`src/rtl/tdpt_pkg.sv`:
```
`default_nettype none

package tdpt_pkg;

	// verdict codes carried on the result stream
	localparam int unsigned VERDICT_W   = 2;
	localparam int unsigned OUT_TDATA_W = 8;

	typedef enum logic [VERDICT_W-1:0] {
		VERDICT_NONE      = 2'd0,
		VERDICT_PRIME     = 2'd1,
		VERDICT_COMPOSITE = 2'd2
	} verdict_t;

	// status returned by the remainder unit
	typedef struct packed {
		logic done;
		logic zero;
	} rem_stat_t;

endpackage

`default_nettype wire

```
`src/rtl/tdpt_rem.sv`:
```
`default_nettype none

// restoring remainder unit, one dividend bit per cycle
module tdpt_rem
	import tdpt_pkg::*;
#(
	parameter int unsigned DATA_WIDTH = 32
) (
	input  wire logic                  clk,
	input  wire logic                  arst_n,
	input  wire logic                  start,
	input  wire logic [DATA_WIDTH-1:0] dividend,
	input  wire logic [DATA_WIDTH-1:0] divisor,
	output rem_stat_t                  stat
);

	localparam int unsigned CNT_W = $clog2(DATA_WIDTH);

	logic             busy_q;
	logic             done_q;
	logic [CNT_W-1:0] cnt_q;
	logic [DATA_WIDTH:0]   rem_q;
	logic [DATA_WIDTH-1:0] dvd_q;
	logic [DATA_WIDTH-1:0] dsr_q;

	logic [DATA_WIDTH:0] trial;
	logic [DATA_WIDTH:0] dsr_ext;
	logic                fits;

	assign trial   = {rem_q[DATA_WIDTH-1:0], dvd_q[DATA_WIDTH-1]};
	assign dsr_ext = {1'b0, dsr_q};
	assign fits    = (trial >= dsr_ext);

	always_ff @(posedge clk or negedge arst_n) begin
		if (!arst_n) begin
			busy_q <= 1'b0;
			done_q <= 1'b0;
			cnt_q  <= '0;
		end else begin
			done_q <= !start && busy_q && (cnt_q == CNT_W'(DATA_WIDTH - 1));
			if (start) begin
				busy_q <= 1'b1;
				cnt_q  <= '0;
			end else if (busy_q) begin
				cnt_q <= cnt_q + CNT_W'(1);
				if (cnt_q == CNT_W'(DATA_WIDTH - 1)) begin
					busy_q <= 1'b0;
				end
			end
		end
	end

	always_ff @(posedge clk) begin
		if (start) begin
			rem_q <= '0;
			dvd_q <= dividend;
			dsr_q <= divisor;
		end else if (busy_q) begin
			rem_q <= fits ? (trial - dsr_ext) : trial;
			dvd_q <= {dvd_q[DATA_WIDTH-2:0], 1'b0};
		end
	end

	assign stat.done = done_q;
	assign stat.zero = (rem_q == '0);

endmodule

`default_nettype wire

```
`config.mk`:
```
export PLATFORM = sky130hd
export DESIGN_NAME = tdpt_rem
export DESIGN_NICKNAME = d
export VERILOG_FILES = /design/src/rtl/tdpt_pkg.sv /design/src/rtl/tdpt_rem.sv
export SDC_FILE = /design/constraint.sdc
export NUM_CORES = 1
export LEC_CHECK = 0
export BUFFER_PORTS_ARGS = -buffer_cell sky130_fd_sc_hd__buf_4
export CORE_MARGIN = 2
export CORE_UTILIZATION = 25
export CTS_CLUSTER_SIZE = 16
export DETAILED_ROUTE_END_ITERATION = 7
export RECOVER_POWER = 25
export SETUP_SLACK_MARGIN = 0.1
export SYNTH_ARGS = -nofsm -noshare
export SYNTH_HDL_FRONTEND = slang
export SYNTH_SLANG_ARGS = --single-unit
```
`constraint.sdc`:
```
create_clock -name clk -period 8.5 [get_ports clk]
set_input_delay 2.55 -clock clk [delete_from_list [all_inputs] [get_ports clk]]
set_output_delay 2.55 -clock clk [all_outputs]
set_load 0.01 [all_outputs]
```
# Yosys cells after proc, flatten, opt, wreduce, memory -nomap -nowiden
# Cells that the tools add are included.
# Widths: inputs -> output; s select.
dict set report op_classes {
  n_addsub 2
  order_cmp 1
  eq_ne 1
  mux 8
  n_reduce_logical 5
}
# cell count
set op_table {}
lappend op_table {{$mux 32} 2}
lappend op_table {{$ge 33x32->1} 1}
lappend op_table {{$logic_not 33->1} 1}
lappend op_table {{$mux 33} 1}
lappend op_table {{$sub 33x32->33} 1}
lappend op_table {{$mux 5} 2}
lappend op_table {{$add 5x1->5 const B} 1}
lappend op_table {{$eq 5x5->1 const B} 1}
lappend op_table {{$mux 1} 3}
lappend op_table {{$logic_and 1x1->1} 2}
lappend op_table {{$reduce_bool 2->1} 1}
lappend op_table {{$logic_not 1->1} 1}
dict set report totals {
  register_bits 104
  input_bits 67
  output_inout_bits 2
}

# Longest topological paths before layout
# Gate-level depths: netlist (run 1).
dict set report logic_depth {
  depth_word 4
  ltp_mapped 13
  depth_no_buf 12
}

# Worst setup path after synthesis (run 1)
# Ideal clock, no wire load.
dict set report synth_path {
  kind {input -> register}
  start {in start}
  end {reg dvd_q[0] (enable)}
  setup_ns 0.408
  t_arrival_ns 3.402
  required_time_ns 8.092
  setup_slack_ns 4.690
  stages 2
  path_cell_list {nor2_1 > inv_1}
}
dict set report synth_between {
  elab_chain_len 1
}
# item line
set synth_rtl {}
lappend synth_rtl {{from (decl)} tdpt_rem.sv:11} ;# input wire logic start,
lappend synth_rtl {{$reduce_bool 2->1 (no line)} n/a}
lappend synth_rtl {{to (signal assigned)} tdpt_rem.sv:56} ;# dvd_q <= dividend;
lappend synth_rtl {{to (signal assigned)} tdpt_rem.sv:60} ;# dvd_q <= {dvd_q[DATA_WIDTH-2:0], 1'b0};
lappend synth_rtl {{to (decl)} tdpt_rem.sv:23} ;# logic [DATA_WIDTH-1:0] dvd_q;
# Every way passes these cells.
# A chain may end at the register's enable or synchronous reset.

# Worst setup path in the final report (run 1)
dict set report layout_path {
  start {in start}
  end {reg dvd_q[11] (enable)}
}
# The elaborated chain is that of the path after synthesis.

==> results.py, run 1 <==
metrics = {
    "outcome": {
        "status": "complete, but fails checks",
        "failed_checks": "capacitance limit, slew limit",
    },
    "cells_and_area": {
        "fin_nets": 781,
        "regArea_um2": 2760,
        "layout_common_cells": "nand2_1, edfxtp_1, nor2_1",
        "fin_cells": 1008,
        "multi_input_area_um2": 3100,
        "final_common_cell": "nand2_1",
        "antennaDiodeCount": 0,
        "layout-drive-gt1-share": 0.190,
        "fillers": 2523,
        "syn2layout_area_growth_pct": 16.5,
    },
    "place": {
        "dpl_worst_slack_ns": 3.91,
        "dp.final_hpwl_mm": 10.4,
        "io_buffers": 68,
        "gp_congestion": 0.833,
        "dp.cells": 992,
    },
    "clock_network": {
        "insertion_delay_ns": 0.36,
        "htree_levels": 3,
        "cts_tree": "built",
        "cts_buffers": 9,
        "clk_path_buf_depth": 2,
        "clk_pin_slew_worst_paths_ns": 0.08,
        "ctsRootBufferMaster": "clkbuf_16",
        "clkSinkCount": 104,
        "post_cts_buffers": 0,
        "ctsResizeCount": 0,
        "cts_hold_buf": 0,
    },
    "die": {
        "ioPinCount": 69,
        "design.die.area_um2": 26000,
        "die_h_um": 161,
        "core_area_um2": 24300,
        "num_rows": 57,
        "initial_core_util": 0.255,
        "die_x_um": 161,
    },
    "grt": {
        "antenna_found_initial": 0,
        "grt_pass1_vias": 4636,
        "grt_overflow": 0,
        "grt_max_degree": 71,
        "grt_pass1_wl_mm": 24.1,
        "grt_usage": 0.115,
    },
    "detailed_routing": {
        "drt-met1-wl_mm": 7.06,
        "met2WireLength_mm": 6.29,
        "postRouteAntennaNets": 0,
        "drc": 0,
        "wl_per_cell_um": 14.5,
        "met3_length_mm": 1.19,
        "wl_mm": 14.7,
        "routed.top_layer": "met4",
        "drt-initial-drc-count": 370,
        "vias": 4784,
        "firstDrtPassIters": 5,
        "viasPerCell": 4.75,
    },
    "yosys": {
        "muxShareOfSynthArea": 0.0632,
        "ys_warn_count": 0,
        "synth_edf_count": 64,
        "synthArstFlopShare": 0.0673,
        "synth_flop_cell": "edfxtp_1",
        "synthesis.instances": 633,
        "yosysSeqAreaShare": 0.445,
        "synthAdderAreaFrac": 0.0719,
        "yosysUniqueCellTypes": 65,
        "synth_xor_area_frac": 0.0339,
        "syn_nets": 735,
        "syn_avg_cell_area_um2": 9.78,
        "synth_compound_area_frac": 0.179,
        "synthSimpleGateAreaFrac": 0.152,
        "ys_seq_elements": 104,
        "synth_top_family_by_area": "compound AO/OA/AOI/OAI gates",
        "netlist_area_um2": 6190,
    },
    "worst_setup_path": {
        "crit_type": "input port to register",
        "worstSetupEndpointType": "register",
        "arrival_ns": 5.17,
        "start_kind": "input port",
        "cp_max_fo": 32,
        "required_ns": 8.47,
    },
    "timing": {
        "worst_pin_slew_ns": 1.51,
        "skew_ns": 0.0138,
        "fmax_mhz": 192,
        "max-slew-margin-rel": -0.00466,
        "rsz0062_at_grt": "false",
        "timing.hold.ws_ns": 0.510,
        "period_share": 0.612,
        "setup_viol": 0,
        "slew_viol_final": 31,
        "finalSetupTns_ns": 0,
        "min_period_ns": 5.20,
        "hold_viol": 0,
        "setup_slack_ns": 3.30,
    },
    "power": {
        "vdd_drop_max_mv": 0.0889,
        "powerDensity_nw_per_um2": 156,
        "p_leak_nw": 3.01,
    },
    "job": {
        "maxCapViolCount": 1,
    },
    "hold_path": {
        "hold_path_class": "register to register",
    },
}
## power by group
group          leakage, nW  switching [W]  total (W)  internal [W]
logic                 1.86      0.0000670   0.000131     0.0000638
clock network        0.139       0.000207   0.000414      0.000207
registers             1.01     0.00000985   0.000579      0.000569
## worst paths after layout
path                            from   endpoint  slack, ns  cells after the start
max in group asynchronous     arst_n     busy_q       6.11                      1
max                            start  dvd_q[11]       3.30                      3
min reg2reg                 rem_q[2]   rem_q[2]       0.51                      2
max reg2reg                rem_q[11]   rem_q[1]       4.77                     10
min in group asynchronous     arst_n   cnt_q[4]       2.08                      1
min                         rem_q[2]   rem_q[2]       0.51                      2
## cell usage after synthesis (13+ instances only)
library cell / number / area (µm²)
nand2_1: 74 / 278
nor2_1: 51 / 191
inv_1: 42 / 158
ha_1: 34 / 425
edfxtp_1: 64 / 1920
mux2_2: 33 / 372
o21ai_0: 19 / 95.1
dfxtp_1: 33 / 661
a21o_1: 20 / 150
a311oi_1: 19 / 166
a21oi_1: 34 / 170
clkbuf_1: 13 / 48.8
nand3_1: 16 / 80.1
## critical path, stage by stage
cell	delay, ns
clkbuf_1	1.06
nor2_1	0.48
inv_1	1.04
## cell families (layout without fill, tap and decap cells)
family                   Yosys count  after routing
flip-flops                       104            104
buffers and inverters             77            128
multiplexers                      35             35
AO/OA/AOI/OAI                    156            156
XOR/XNOR                          24             24
AND/OR/NAND/NOR                  202            202
adder cells (fa/ha/maj)           35             35
## layout make-up
cell class | instances | area share
Timing Repair Buffer | 70 | 0.0707
Clock buffer | 10 | 0.0317
Multi-Input combinational cell | 452 | 0.429
Sequential cell | 104 | 0.382
Inverter | 42 | 0.0218
Clock inverter | 6 | 0.00815
Tap cell | 324 | 0.0562
## layer usage
metal / vias up / global-route usage
met2: 155 / 0.169
met3: 11 / 0.0416
met4: 0 / 0.0300
met5: - / 0
met1: 2197 / 0.160
li1: 2421 / -
## per-stage QoR
stage	power (W)	cell area [µm²]	utilization
2_1_floorplan	0.000673	6190	-
3_3_place_gp	0.000720	6940	0.286
3_5_place_dp	0.000722	6940	0.286
4_1_cts	0.00114	7230	0.297
5_1_grt	0.00118	7220	0.297
6_report	0.00112	7220	0.297
## sequential cells by signal, summed over array words and instances, names as in the netlist
name and cells:
dvd_q 32, rem_q 33, busy_q 1, done_q 1
dsr_q 32, cnt_q 5
Note: power is estimated with default switching activity, not from simulation.
==> run 2: changes to the inputs <==
==> constraint.sdc (replaced) <==
create_clock -name clk -period 5.1 [get_ports clk]
set_input_delay 1.53 -clock clk [delete_from_list [all_inputs] [get_ports clk]]
set_output_delay 1.53 -clock clk [all_outputs]
set_load 0.01 [all_outputs]
==> run 2 against run 1 <==
Compared with the run above: design area up 0.54%; critical path type is now register to register; the flow now finishes without violations; largest cell class unchanged; routed wire length up 0.70%; via count up 1.1%; combinational power up 67%; final cell count about the same; sequential cell count unchanged; critical path depth up 8; sequential power up 66%; critical endpoint is now rem_q[20]; clock-buffer cell count down 1; total power up 71%; core utilization up 0.16 points; worst setup slack worse by 1.9 ns.
==> results.py, run 2 (synthesis gave the netlist of run 1 again) <==
metrics = {
    "timing": {
        "skew_ns": 0.0103,
        "setup_viol": 0,
        "finalSetupTns_ns": 0,
        "min_period_ns": 3.67,
        "period_share": 0.720,
        "slew_viol_final": 0,
        "hold_viol": 0,
        "worst_pin_slew_ns": 1.08,
        "fmax_mhz": 273,
        "setup_slack_ns": 1.43,
        "rsz0062_at_grt": "false",
        "max-slew-margin-rel": 0.277,
    },
    "place": {
        "placed_cell_area_um2": 6950,
        "gp_congestion": 0.852,
        "dp.final_hpwl_mm": 10.7,
        "io_buffers": 68,
        "dpl_worst_slack_ns": 1.47,
    },
    "grt": {
        "grt_pass1_vias": 4743,
        "grt_pass1_wl_mm": 24.2,
        "grt_overflow": 0,
        "grt_usage": 0.116,
        "antenna_found_initial": 0,
        "grt_max_degree": 60,
    },
    "detailed_routing": {
        "wl_per_cell_um": 14.6,
        "drc": 0,
        "vias": 4836,
        "postRouteAntennaNets": 0,
        "viasPerCell": 4.79,
        "firstDrtPassIters": 5,
        "wl_mm": 14.8,
        "drt-initial-drc-count": 240,
    },
    "clock_network": {
        "clkSinkCount": 104,
        "cts_tree": "built",
        "post_cts_buffers": 0,
        "clk_path_buf_depth": 2,
        "insertion_delay_ns": 0.36,
        "clk_pin_slew_worst_paths_ns": 0.08,
        "htree_levels": 3,
        "ctsRootBufferMaster": "clkbuf_16",
        "cts_hold_buf": 0,
        "ctsResizeCount": 0,
        "cts_buffers": 9,
    },
    "cells_and_area": {
        "layout_common_cells": "nand2_1, edfxtp_1, nor2_1",
        "fin_nets": 782,
        "antennaDiodeCount": 0,
        "fillers": 2564,
        "largestRegisters": "rem_q x33, dsr_q x32, dvd_q x32",
        "largest_reg_flops": 33,
        "final_common_cell": "nand2_1",
        "post-route-cell-area_um2": 7260,
        "top_register": "rem_q",
        "syn2layout_area_growth_pct": 17.2,
        "layout-drive-gt1-share": 0.196,
        "post-route-util": 0.298,
    },
    "job": {
        "maxCapViolCount": 0,
    },
    "hold_path": {
        "hold_end": "rem_q[9]",
        "worstHoldPathCells": 2,
        "hold_path_class": "register to register",
        "hp-start": "rem_q[8]",
    },
    "die": {
        "design.die.area_um2": 26000,
        "die_x_um": 161,
        "initial_core_util": 0.255,
        "die_h_um": 161,
        "core_area_um2": 24300,
        "ioPinCount": 69,
        "num_rows": 57,
    },
    "worst_setup_path": {
        "crit_family": "compound AO/OA/AOI/OAI gates",
        "start_kind": "register",
        "arrival_ns": 3.94,
        "cp_max_fo": 19,
        "crit_cells": 11,
        "crit_type": "register to register",
        "crit_chain": "inv_1, ha_1, a21oi_1, o21ai_0, a2111oi_2, nand3_2, a21oi_2, or2_1, buf_4, nand2_1, a311oi_1",
        "r2r_setup_slack_ns": 1.43,
        "reg2reg_depth": 11,
        "required_ns": 5.37,
        "slowest_delay_ns": 0.65,
        "rr_endpoint": "rem_q[20]",
        "crit_slowest_cell": "or2_1",
        "r2r-start": "dsr_q[10]",
        "worstSetupEndpointType": "register",
        "critPathBufInv": 2,
    },
    "outcome": {
        "status": "completed",
    },
    "power": {
        "p_leak_nw": 3.03,
        "vdd_drop_max_mv": 0.148,
        "powerDensity_nw_per_um2": 265,
    },
}
## run 2: stage by stage
stage	std cells	hold slack, ns	power (W)
4_1_cts	1009	0.519	0.00195
2_1_floorplan	633	0.465	0.00112
3_3_place_gp	993	0.502	0.00120
6_report	1009	0.512	0.00192
5_1_grt	1009	0.545	0.00201
3_5_place_dp	993	0.505	0.00120
## run 2: worst reg2reg max path, cell delays in order, from the launching register on
cell       delay (ns)
edfxtp_1         0.37
inv_1            0.07
ha_1             0.27
a21oi_1          0.31
o21ai_0          0.19
a2111oi_2        0.42
nand3_2          0.18
a21oi_2          0.40
or2_1            0.65
buf_4            0.37
nand2_1          0.08
a311oi_1         0.25
## run 2: metal layers
layer / vias up / part of all wire / track usage
met1: 2274 / 0.47 / 0.158
met3: 14 / 0.076 / 0.0395
met4: 0 / 0.014 / 0.0361
li1: 2411 / - / -
met5: - / 0 / 0
met2: 137 / 0.44 / 0.174
## run 2: layout make-up
cell class	count	area, µm²	share of cell area
Inverter	42	158	0.0217
Tap cell	324	405	0.0559
Multi-Input combinational cell	452	3100	0.427
Sequential cell	104	2760	0.380
Timing Repair Buffer	71	529	0.0729
Clock buffer	9	225	0.0310
Clock inverter	7	82.6	0.0114
## run 2: power breakdown
part           total [W]  switching [W]  internal, W
registers       0.000964      0.0000162     0.000948
logic           0.000219       0.000112     0.000107
clock network   0.000738       0.000346     0.000392
## run 2: worst max-delay path by stage
stage           endpoint      start
6_report       rem_q[20]  dsr_q[10]
5_1_grt        rem_q[17]  dsr_q[10]
4_1_cts        rem_q[20]  dsr_q[10]
3_5_place_dp   rem_q[19]  dsr_q[10]
3_3_place_gp   rem_q[25]   rem_q[9]
2_1_floorplan  rem_q[32]  dvd_q[31]
==> run 3: changes to the inputs <==
--- a/config.mk
+++ b/config.mk
@@ -5,6 +5,7 @@
 export SDC_FILE = /design/constraint.sdc
 export NUM_CORES = 1
 export LEC_CHECK = 0
+export ABC_AREA = 1
 export BUFFER_PORTS_ARGS = -buffer_cell sky130_fd_sc_hd__buf_4
 export CORE_MARGIN = 2
 export CORE_UTILIZATION = 25
==> constraint.sdc (replaced) <==
create_clock -name clk -period 3.1 [get_ports clk]
set_input_delay 0.93 -clock clk [delete_from_list [all_inputs] [get_ports clk]]
set_output_delay 0.93 -clock clk [all_outputs]
set_load 0.01 [all_outputs]
==> run 3 against run 2 <==
Compared with the run above: register-to-register slack worse by 0.72 ns; sequential cell count stayed put; sequential power is 64% higher; die area is 15% higher; sequential share of layout area is 5.2 points lower; design area is 16% higher; routed wire length is 27% higher; critical path type is now register to output pin.
==> results.py, run 3 <==
metrics = {
    "timing": {
        "worst_pin_slew_ns": 0.641,
        "timing.hold.ws_ns": 0.446,
        "setup_viol": 0,
        "min_period_ns": 2.91,
        "period_share": 0.939,
        "slew_viol_final": 0,
        "max-slew-margin-rel": 0.569,
        "hold_viol": 0,
        "rsz0062_at_grt": "false",
        "fmax_mhz": 343,
        "finalSetupTns_ns": 0,
        "skew_ns": 0.0152,
    },
    "die": {
        "core_area_um2": 27900,
        "num_rows": 61,
        "design.die.area_um2": 29900,
        "die_h_um": 173,
        "die_x_um": 173,
        "ioPinCount": 69,
        "initial_core_util": 0.255,
    },
    "clock_network": {
        "htree_levels": 3,
        "cts_buffers": 9,
        "ctsRootBufferMaster": "clkbuf_16",
        "clk_pin_slew_worst_paths_ns": 0.08,
        "clk_path_buf_depth": 2,
        "clkSinkCount": 104,
        "cts_tree": "built",
        "insertion_delay_ns": 0.37,
    },
    "cells_and_area": {
        "largest_reg_flops": 33,
        "fin_cells": 1485,
        "fillers": 3147,
        "top_register": "rem_q",
        "syn2layout_area_growth_pct": 17.7,
        "antennaDiodeCount": 0,
        "layout-drive-gt1-share": 0.130,
        "final_common_cell": "nand2_1",
        "layout_common_cells": "nand2_1, inv_1, edfxtp_1",
        "largestRegisters": "rem_q x33, dsr_q x32, dvd_q x32",
        "fin_nets": 1204,
    },
    "worst_setup_path": {
        "reg2reg_depth": 14,
        "worstSetupEndpointType": "output pin",
        "startpoint": "rem_q[4]",
        "arrival_ns": 1.98,
        "start_kind": "register",
        "required_ns": 2.17,
        "cp_max_fo": 4,
        "crit_type": "register to output pin",
        "r2r-start": "rem_q[7]",
    },
    "place": {
        "io_buffers": 68,
        "gp_congestion": 0.910,
        "dp.cells": 1469,
        "dp.final_hpwl_mm": 14.0,
    },
    "detailed_routing": {
        "postRouteAntennaNets": 0,
        "wl_mm": 18.8,
        "viasPerCell": 4.28,
        "drt-initial-drc-count": 324,
        "vias": 6351,
        "wl_per_cell_um": 12.7,
        "firstDrtPassIters": 5,
        "drc": 0,
    },
    "yosys": {
        "synth_area_leaders": "edfxtp_1, nand2_1, inv_1, dfxtp_1, ha_1",
        "syn_avg_cell_area_um2": 6.87,
        "ys_warn_count": 0,
        "synth_flop_cell": "edfxtp_1",
        "yosysUniqueCellTypes": 37,
        "ys_seq_elements": 104,
        "synth.top_cell.area_share": 0.269,
        "yosys.area.top_type": "edfxtp_1",
        "yosys-top-cells-count": "nand2_1, inv_1, edfxtp_1",
        "yosysSeqAreaShare": 0.387,
        "yosysMostFrequentCell": "nand2_1",
        "syn_nets": 1141,
        "netlist_area_um2": 7130,
        "synthArstFlopShare": 0.0673,
        "synth_edf_count": 64,
        "synthesis.instances": 1039,
    },
    "grt": {
        "grt_usage": 0.127,
        "grt_pass1_wl_mm": 31.1,
        "grt_max_degree": 42,
        "grt_pass1_vias": 6220,
        "antenna_found_initial": 0,
        "grt_overflow": 0,
    },
    "power": {
        "vdd_drop_max_mv": 0.286,
        "report.power.total_w": 0.00326,
        "powerDensity_nw_per_um2": 388,
        "p_leak_nw": 4.40,
    },
    "hold_path": {
        "hold_path_class": "input port to asynchronous set/reset pin",
    },
    "outcome": {
        "status": "completed",
    },
    "job": {
        "maxCapViolCount": 0,
    },
}
run 3: area by class of cell:
class                           count  area, µm²  share of cell area
Clock buffer                        9        225              0.0268
Clock inverter                      7        104              0.0124
Inverter                          199        747              0.0889
Multi-Input combinational cell    710       3500               0.416
Sequential cell                   104       2760               0.328
Tap cell                          378        473              0.0563
Timing Repair Buffer               78        594              0.0708
run 3: through the flow:
stage               area (µm²)  worst slack, ns   util
finish                    8400            0.189  0.301
global route              8400            0.118  0.301
CTS                       8400            0.138  0.301
detailed placement        8070            0.502  0.289
global placement          8070            0.516  0.289
floorplan                 7130            0.683      -
run 3: where the power goes:
part	internal (W)	switching (W)	total, W
logic	0.000170	0.000252	0.000422
clock network	0.000655	0.000598	0.00125
registers	0.00155	0.0000282	0.00158
run 3: path summary, 6_finish.rpt:
| kind | to | slack [ns] |
|---|---|---|
| max | stat[0] | 0.19 |
| min | cnt_q[0] | 0.45 |
| max reg2reg | rem_q[12] | 0.71 |
| min reg2reg | rem_q[22] | 0.50 |
| max in group asynchronous | cnt_q[2] | 2.38 |
| min in group clk | rem_q[22] | 0.50 |
run 3: cell families (layout without fill, tap and decap cells):
family,count (synthesis),count (layout),share of synthesized area
and+or+nand+nor,632,632,0.386
buffers and inverters,225,293,0.125
DFF,104,104,0.387
adders and majority gates,35,35,0.0624
AOI/OAI and AO/OA,27,27,0.0207
xor gates and xnor gates,16,16,0.0196
run 3: repair_timing:
| item | in CTS | in global routing |
|---|---|---|
| hold buffers | 0 | 0 |
| gates resized for setup | 1 | 0 |
| buffers inserted | 0 | 0 |
| endpoints found under the setup margin | 1 | 0 |
run 3: per-layer routing:
layer,up-vias,part of all wire,global-route usage
met5,-,0,0
met4,0,0.018,0.0438
met3,20,0.053,0.0246
met2,140,0.45,0.208
met1,2849,0.48,0.168
li1,3342,-,-
run 3: worst max-delay path, cell delays in order (launching register included):
cell	delay [ns]
dfxtp_1	0.35
nor4_1	0.51
nand4_1	0.29
nor3_1	0.29
buf_4	0.18
